### src/hdl/rsg_pkg.sv
// rsg_pkg: shared widths, codes and types of the risky safe gap block
// no dependencies; used by every other file of the block but rsg_if
package rsg_pkg;

   localparam int SPEED_W     = 16;
   localparam int BRAKE_W     = 12;
   localparam int OFFSET_W    = 24;
   localparam int GAP_W       = 32;
   localparam int CASE_W      = 2;
   localparam int CSR_INDEX_W = 2;

   // signed numerator, its magnitude and the divisor of the gap quotient
   localparam int NUM_W = 48;
   localparam int MAG_W = NUM_W - 1;
   localparam int DEN_W = 2 * BRAKE_W + 1;

   localparam int RSG_QUEUE_DEPTH = 4;

   localparam logic [CSR_INDEX_W-1:0] CSR_GAP_OFFSET   = 2'd0;
   localparam logic [CSR_INDEX_W-1:0] CSR_SPEED_OFFSET = 2'd1;
   localparam logic [CSR_INDEX_W-1:0] CSR_RISK_SPEED   = 2'd2;

   typedef enum logic [CASE_W-1:0] {
      CASE_STOP  = 2'd0,
      CASE_BRAKE = 2'd1,
      CASE_ZERO  = 2'd2
   } gap_case_type;

   typedef struct packed {
      logic [SPEED_W-1:0] speed_offset;
      logic [SPEED_W-1:0] risk_speed;
   } rsg_front_cfg_type;

   typedef struct packed {
      logic [MAG_W-1:0] mag;
      logic [DEN_W-1:0] den;
      logic             neg;
      logic             force_max;
      gap_case_type     gcase;
   } rsg_work_type;

endpackage

### src/hdl/rsg_queue.sv
// rsg_queue: short fifo of classified work between front and back
// depends on rsg_pkg for the work type
module rsg_queue import rsg_pkg::*; #(
   parameter int DEPTH = RSG_QUEUE_DEPTH
) (
   input  logic         clock,
   input  logic         reset,
   input  logic         push,
   input  rsg_work_type wdata,
   input  logic         pop,
   output rsg_work_type rdata,
   output logic         full,
   output logic         empty
);

   localparam int PTR_W = (DEPTH > 1) ? $clog2(DEPTH) : 1;
   localparam int CNT_W = $clog2(DEPTH + 1);
   localparam logic [PTR_W-1:0] LAST = PTR_W'(DEPTH - 1);

   rsg_work_type     mem_ff [DEPTH];
   logic [PTR_W-1:0] wr_ff, wr_in, rd_ff, rd_in;
   logic [CNT_W-1:0] count_ff, count_in;

   assign full  = count_ff == CNT_W'(DEPTH);
   assign empty = count_ff == '0;
   assign rdata = mem_ff[rd_ff];

   always_comb begin
      wr_in    = wr_ff;
      rd_in    = rd_ff;
      count_in = count_ff;
      if (push) begin
         wr_in = (wr_ff == LAST) ? '0 : wr_ff + 1'b1;
      end
      if (pop) begin
         rd_in = (rd_ff == LAST) ? '0 : rd_ff + 1'b1;
      end
      if (push && !pop) begin
         count_in = count_ff + 1'b1;
      end else if (pop && !push) begin
         count_in = count_ff - 1'b1;
      end
   end

   always_ff @(posedge clock) begin
      if (reset) begin
         wr_ff    <= '0;
         rd_ff    <= '0;
         count_ff <= '0;
      end else begin
         wr_ff    <= wr_in;
         rd_ff    <= rd_in;
         count_ff <= count_in;
      end
      if (push) begin
         mem_ff[wr_ff] <= wdata;
      end
   end

endmodule

### config.mk
export PLATFORM = sky130hd
export DESIGN_NAME = rsg_queue
export DESIGN_NICKNAME = d
export VERILOG_FILES = /design/src/hdl/rsg_pkg.sv /design/src/hdl/rsg_queue.sv
export SDC_FILE = /design/constraint.sdc
export NUM_CORES = 1
export LEC_CHECK = 0
export BUFFER_PORTS_ARGS = -buffer_cell sky130_fd_sc_hd__buf_4
export CAP_MARGIN = 20
export CORE_ASPECT_RATIO = 0.5
export CORE_MARGIN = 4
export CORE_UTILIZATION = 45
export CTS_CLUSTER_SIZE = 8
export DETAILED_ROUTE_END_ITERATION = 8
export PLACE_DENSITY_LB_ADDON = 0.12
export SYNTH_ARGS = -nofsm -noshare
export SYNTH_HDL_FRONTEND = slang
export SYNTH_SLANG_ARGS = --single-unit
### constraint.sdc
create_clock -name clock -period 4.1 [get_ports clock]
set_input_delay 0.82 -clock clock [delete_from_list [all_inputs] [get_ports clock]]
set_output_delay 0.82 -clock clock [all_outputs]
set_load 0.03 [all_outputs]
==> metrics.txt, run 1 <==
status finished clean; HPWL Detailed ~13000 um; Worst path max stage delay approximately 760 ps; Die Wd 233.6 um; Antenna Violating Nets Remaining 0; TritonRoute pass-1 iters 5; H-Tree Depth 2; post-synthesis compound-gate area fraction 0.1311%; largest family of logic cells by synthesized area multiplexers; Post-Synth Simple-Gate Area less than 1%; Distinct cells, synth 20; hold_buf cts 0; P_leak 0.004845 uW; dpl ws around 1300 ps; Max Clk Rate 304.5 MHz; syn avg cell area 25.97 um^2; XOR/XNOR share of the synthesized area 0.1530%; CP top delay family flip-flops; first-pass GRT wire length 32650 um; CTS buffer count 45; Hold Violations, Final 0; VDD IR-drop max 0.3389 mV; Ant. Diodes 0; Post-synth EDFFs between 300 and 400; clock sink total between 300 and 400; Hold Path Sink mem_ff[0][10]$_DFFE_PP_; endpoints failing setup 0; worst path cell trace buf_12, mux4_2, buf_4; initial antenna violation count 0; share of cells above drive strength 1 45.12%; total number of vias 5103; Synth top area share 79.72%; ys async rst share 0%; GR Overflow Total 0; most frequent cells in the layout edfxtp_1 (304), buf_4 (160), mux4_2 (76), clkbuf_16 (47), clkbuf_1 (18); reg2reg end mem_ff[0][24]$_DFFE_PP_; CTS tree done; Worst path slowest cell dfxtp_4; CTS Root Cell clkbuf_16; Adder-Cell Fraction of Synth Area less than 1%; Post-CTS Setup Bufs 0; vias in the first global route 5588; vias per cell between 5 and 6; Syn Std Cell Area 11450 um^2; Fill cells roughly 1800; max-slew violation count 0; critical path startpoint category flip-flop; pwr dens 548.5 nW/um^2; Tightest Pin Transition roughly 800 ps; Synth area leaders edfxtp_1 (80%), mux4_2 (15%), dfxtp_1 (1.6%); Clock Skew 14.89 ps; Reg2Reg Setup Slack 2170 ps; GPL Wtd Cong approximately 0.7; main flop type after synthesis edfxtp_1; hold path cells 1; number of buffers added on ports 157; crit path capture type output pin; Gate Count Post-Synth around 440; DR iter-0 viols between 200 and 300; worst hold path class in -> reg; dominant cell type by area after synthesis edfxtp_1; DIE AREA about 28000 um^2; drc violations 0; multiplexer share of the synthesized area 15.30%; final wirelength 21330 um; final cell count without fillers around 1000; # Max-Cap Violations 0; Crit Path Max Fanout 33; syn nets 528; Worst-Skew Late Latency ~520 ps; Critical R2R Launch wr_ff[0]$_SDFFE_PP0P_; initial cell density of the core 46.69%; Die Ht 120.8 um; register area share after synthesis 81.29%; hold_sp wdata[10]; area delta synth->final 24.72%; crit path time final roughly 3300 ps; clk slew on worst S/H paths 50 ps; DP Cell Count between 900 and 1000; most common cell after layout, fill and taps aside edfxtp_1; core area 24520 um^2; worst reg-to-reg path cell count 4; row count 40; nets a little over 700; WP depth 3; Required @ worst endpoint 3280 ps; synth warn 0; gr usage total 15.48%; Synth Register Bits 313; fin crit share 80.10%; # resized after CTS 0; WL/cell about 22 um; setup ws final about 820 ps; arrival time worst endpoint 2460 ps; Slew headroom 45.43%; Final Power 7833 uW; Sum Neg Setup Slack 0 ps; RSZ-0062 raised after global routing false; kind of critical path reg -> out; CTS Buffer Depth 3; CP bufs+invs 2; largest net degree at the start of global routing 50; IO Pins 158
==> cell families after synthesis <==
group / Yosys count
XOR/XNOR: 2
multiplexers: 80
AO/OA/AOI/OAI: 3
AND/OR/NAND/NOR: 15
flip-flops: 313
adder cells (fa/ha/maj): 7
buffers and inverters: 21
==> worst register-to-register path, delay by kind of cell, from the launching register on <==
family | cells | cell delay (ps)
buf+inv | 2 | 560
simple gates | 1 | 540
flops | 1 | 350
fa+ha+maj | 1 | 150
==> per-stage QoR <==
step	hold WS (ps)	area [um^2]	util [%]
floorplan	460.3	11450	-
global placement	477.7	13020	53.09
detailed placement	498.9	13020	53.09
CTS	463.5	14280	58.23
global route	466.0	14280	58.23
finish	495.4	14280	58.23
==> final cells by class <==
cell class                 count  area [um^2]  share of cell area (%)
clock buffer                  65         1244                   8.709
clock inverter                 2        17.52                  0.1227
inverter                       4        15.01                  0.1051
multi-input combinational    107         1967                   13.77
sequential                   313         9316                   65.24
tap                          336        420.4                   2.944
timing repair buffer         165         1301                   9.112
==> sequential cells by signal, indices dropped and copies added (netlist names), named ones only <==
name and count:
count_ff 3, mem_ff 304, rd_ff 2, wr_ff 2
==> power breakdown <==
group / switching, uW / internal, uW
Combinational: 465 / 349
Clock: 1220 / 2060
Sequential: 60.4 / 3670
==> synth_stat cells, drive strengths merged, types with 2 or more instances <==
cell,number
a21oi,2
and2,4
buf,17
dfxtp,9
edfxtp,304
ha,6
inv,4
mux2i,4
mux4,76
nor2,7
nor3b,2
xor2,2
==> routing by layer <==
metal | GRT usage [%] | share of wire (%)
met1 | 19.83 | 42
met2 | 26.40 | 52
met3 | 4.167 | 4.4
met4 | 4.188 | 1.4
met5 | 0 | 0
==> how the worst max path moves through the flow <==
stage,startpoint,end,slack (ps)
after floorplan,push,mem_ff[0][0]$_DFFE_PP_,1060
after global placement,flip-flop,rdata[4],1260
after detailed placement,flip-flop,rdata[4],1260
after CTS,flip-flop,rdata[75],700
after global routing,flip-flop,rdata[75],600
final,flip-flop,rdata[4],820
(Power assumes the default switching activity.)
==> run 2, diff against run 1 <==
--- a/config.mk
+++ b/config.mk
@@ -5,6 +5,7 @@
 export SDC_FILE = /design/constraint.sdc
 export NUM_CORES = 1
 export LEC_CHECK = 0
+export ABC_AREA = 1
 export BUFFER_PORTS_ARGS = -buffer_cell sky130_fd_sc_hd__buf_4
 export CAP_MARGIN = 20
 export CORE_ASPECT_RATIO = 0.5
==> constraint.sdc (replaced) <==
create_clock -name clock -period 2.7 [get_ports clock]
set_input_delay 0.54 -clock clock [delete_from_list [all_inputs] [get_ports clock]]
set_output_delay 0.54 -clock clock [all_outputs]
set_load 0.03 [all_outputs]
==> run 2 against run 1 <==
First-iteration DRC count increased by 91%. Worst setup slack got worse by 690 ps. Register-to-register slack got worse by 1300 ps. Global-route usage increased by 2.2 points. Highest routed layer unchanged. Sequential power increased by 51%. Sequential share of layout area decreased by 1.6 points. Via count increased by 38%.
==> metrics.txt, run 2 <==
NetSw 2907 uW (+66%); total number of vias 7062 (+38%); Die Wd 237.5 um (+1.7%); most frequent cells in the layout edfxtp_1 (304), buf_4 (165), o21ai_0 (151), nor2_1 (144), o22ai_1 (68); CTS Root Cell clkbuf_16; Synth top area share 77.03% (-2.7 points); drc violations 0 (unchanged); dpl ws 486.2 ps (-775.0 ps); final cell count without fillers 1323 (+33%); combinational power share 12.3% (+1.9 points); worst path cell trace buf_16, o21ai_0, o22ai_2, buf_4; DIE AREA 29150 um^2 (+3.3%); Reg2Reg Setup Slack 910 ps (-1260 ps); critical path startpoint category flip-flop; most numerous cell in the Yosys netlist edfxtp_1; DP Cell Count 1265 (+37%); max-slew violation count 0 (unchanged); Max Used Layer met4; main flop type after synthesis edfxtp_1; Top reg by flops mem_ff; GPL Wtd Cong 0.7494 (+10%); number of buffers added on ports 157 (unchanged); CTS tree done; gr usage total 17.66% (+2.2 points); Max Clk Rate 388.6 MHz; Synth area leaders edfxtp_1 (77%), o21ai_0 (6.4%), nor2_1 (4.6%); IO Pins 158 (unchanged); worst reg-to-reg path cell count 5 (+1); register area share after synthesis 78.55% (-2.7 points); Fin Hold WS 201.4 ps (-294.1 ps); P_int 9137 uW (+50%); Synth Register Bits 313 (unchanged); largest net degree at the start of global routing 83 (+66%); Antenna Violating Nets Remaining 0 (unchanged); status finished clean; WL met3 1280 um (+36%); syn nets 881 (+67%); Hold Path Sink wr_ff[0]$_SDFFE_PP0P_; GR Overflow Total 0 (unchanged); Gate Count Post-Synth 794 (+80%); clk slew on worst S/H paths 50 ps (about the same); reg2reg end mem_ff[0][29]$_DFFE_PP_; Post-synth EDFFs 304 (unchanged); crit path time final 2573 ps; top cells by count, synth edfxtp_1 (304), o21ai_0 (151), nor2_1 (144), o22ai_1 (71), nor2_2 (16); WL/cell 19.72 um (-8.3%); kind of critical path reg -> out; endpoints failing setup 0 (unchanged); Final Power 12040 uW (+54%); final wirelength 26090 um (+22%); clock share of power 41.0% (-0.9 points); pwr dens 822.5 nW/um^2 (+50%); area delta synth->final 23.55%; DR iter-0 viols 486 (+91%); Worst path max stage delay 540 ps (-220 ps); P_leak 0.005174 uW (+6.8%); Hold Violations, Final 0 (unchanged); vias per cell 5.338 (+3.8%); largest registers mem_ff (304), count_ff (3); hold_sp reset; worst hold path class in -> reg; dominant cell type by area after synthesis edfxtp_1; nets 1056 (+46%); Tightest Pin Transition 454.1 ps (-364.3 ps); Distinct cells, synth 27 (+35%); setup ws final 126.6 ps (-689.2 ps); syn avg cell area 14.93 um^2 (-43%); Seq pwr share 46.7% (-1.0 points); # Max-Cap Violations 0 (unchanged); Sw Share 24.13% (+1.8 points); VDD IR-drop max 0.4101 mV (+21%); Routed met1 length 11440 um (+28%); HPWL Detailed 14860 um (+18%); first-pass GRT wire length 39830 um (+22%); CTS buffer count 45 (unchanged); hold path cells 2 (+1); met2 WL 12930 um (+16%); synth warn 0 (unchanged); initial cell density of the core 46.39% (-0.30 points); initial antenna violation count 1 (+1); Worst-Skew Late Latency 530 ps (about the same); Die Ht 122.8 um (+1.6%); fin crit share 95.31%; CTS Buffer Depth 3 (unchanged); Clock Skew 9.534 ps (-5.352 ps); H-Tree Depth 2 (unchanged); arrival time worst endpoint 2030 ps (-430 ps); Slew headroom 69.68% (+24 points); crit path capture type output pin; vias in the first global route 7084 (+27%); Worst path slowest cell dfxtp_4; Syn Std Cell Area 11850 um^2 (+3.5%); share of cells above drive strength 1 26.38% (-19 points); ys async rst share 0% (unchanged); max reg flops 304 (unchanged); core area 25550 um^2 (+4.2%); most common cell after layout, fill and taps aside edfxtp_1; row count 41 (+2.5%); Critical R2R Launch wr_ff[0]$_SDFFE_PP0P_; Fill cells 2035 (+10%); clock sink total 313 (unchanged); Required @ worst endpoint 2160 ps (-1120 ps); TritonRoute pass-1 iters 5 (unchanged); Crit Path Max Fanout 82 (+150%)
-- run 2: cell count changes in the layout (fill, tap and decap cells not counted), sizes merged, moves of 11 or more --
cell	change
o22ai	+76
o21ai	+154
nor2	+153
buf	+12
clkbuf	-11
mux4	-76
-- run 2: worst max path at each step --
| stage | startpoint | endpoint | slack, ps | depth (start not counted) |
|---|---|---|---|---|
| floorplan | wr_ff[0]$_SDFFE_PP0P_ | mem_ff[3][0]$_DFFE_PP_ | 210 | 3 |
| global placement | flip-flop | rdata[32] | 580 | 4 |
| detailed placement | flip-flop | rdata[32] | 490 | 4 |
| CTS | flip-flop | rdata[9] | -5 | 5 |
| global route | flip-flop | rdata[2] | -7 | 4 |
| finish | flip-flop | rdata[3] | 130 | 4 |
-- run 2: logic make-up (layout without fill, tap and decap cells) --
family / after synthesis / in the layout / synth area share [%]
and+or+nand+nor: 174 / 174 / 5.923
DFF: 313 / 313 / 78.55
buffers and inverters: 65 / 249 / 3.706
adders and majority gates: 7 / 7 / 0.8024
AOI/OAI and AO/OA: 234 / 234 / 10.95
xor gates and xnor gates: 1 / 1 / 0.07392
other: 0 / 1 / 0
-- run 2: through the flow --
| step | TNS [ps] | util (%) | area [um^2] |
|---|---|---|---|
| 2_1_floorplan | 0 | - | 11850 |
| 3_5_place_dp | 0 | 52.32 | 13370 |
| 4_1_cts | -9.834 | 57.11 | 14590 |
| 3_3_place_gp | 0 | 52.32 | 13370 |
| 6_report | 0 | 57.32 | 14640 |
| 5_1_grt | -7.167 | 57.32 | 14640 |
-- run 2: worst max-delay path, delay by kind of cell, from the launching register on --
kind / cells / cell delay, ps
buf+inv: 2 / 530
flops: 1 / 540
compound gates: 2 / 420
-- run 2: power groups by stage --
stage               registers (uW)  logic [uW]  clock network, uW
finish                        5620        1480               4940
global route                  5630        1600               5300
CTS                           5620        1490               5060
detailed placement            5710        1480                  0
global placement              5710        1470                  0
floorplan                     5710         889                  0
-- run 2: metal layers --
| metal | global-route usage (%) | up-vias |
|---|---|---|
| li1 | - | 3331 |
| met1 | 23.34 | 3529 |
| met2 | 29.44 | 166 |
| met3 | 4.311 | 36 |
| met4 | 5.392 | 0 |
| met5 | 0 | - |
-- run 2: timing repair --
action,4_1_cts,5_1_grt
hold buffers,0,0
endpoints found under the setup margin,24,46
gates resized for setup,1,9
setup buffers,0,1
-- run 2: final cells by class --
type	count	area (um^2)	area share (%)
Inverter	16	81.33	0.5554
Tap cell	344	430.4	2.939
Clock inverter	2	17.52	0.1196
Antenna cell	1	2.502	0.01709
Clock buffer	54	1202	8.212
Sequential cell	313	9314	63.61
Timing Repair Buffer	177	1473	10.06
Multi-Input combinational cell	416	2122	14.49
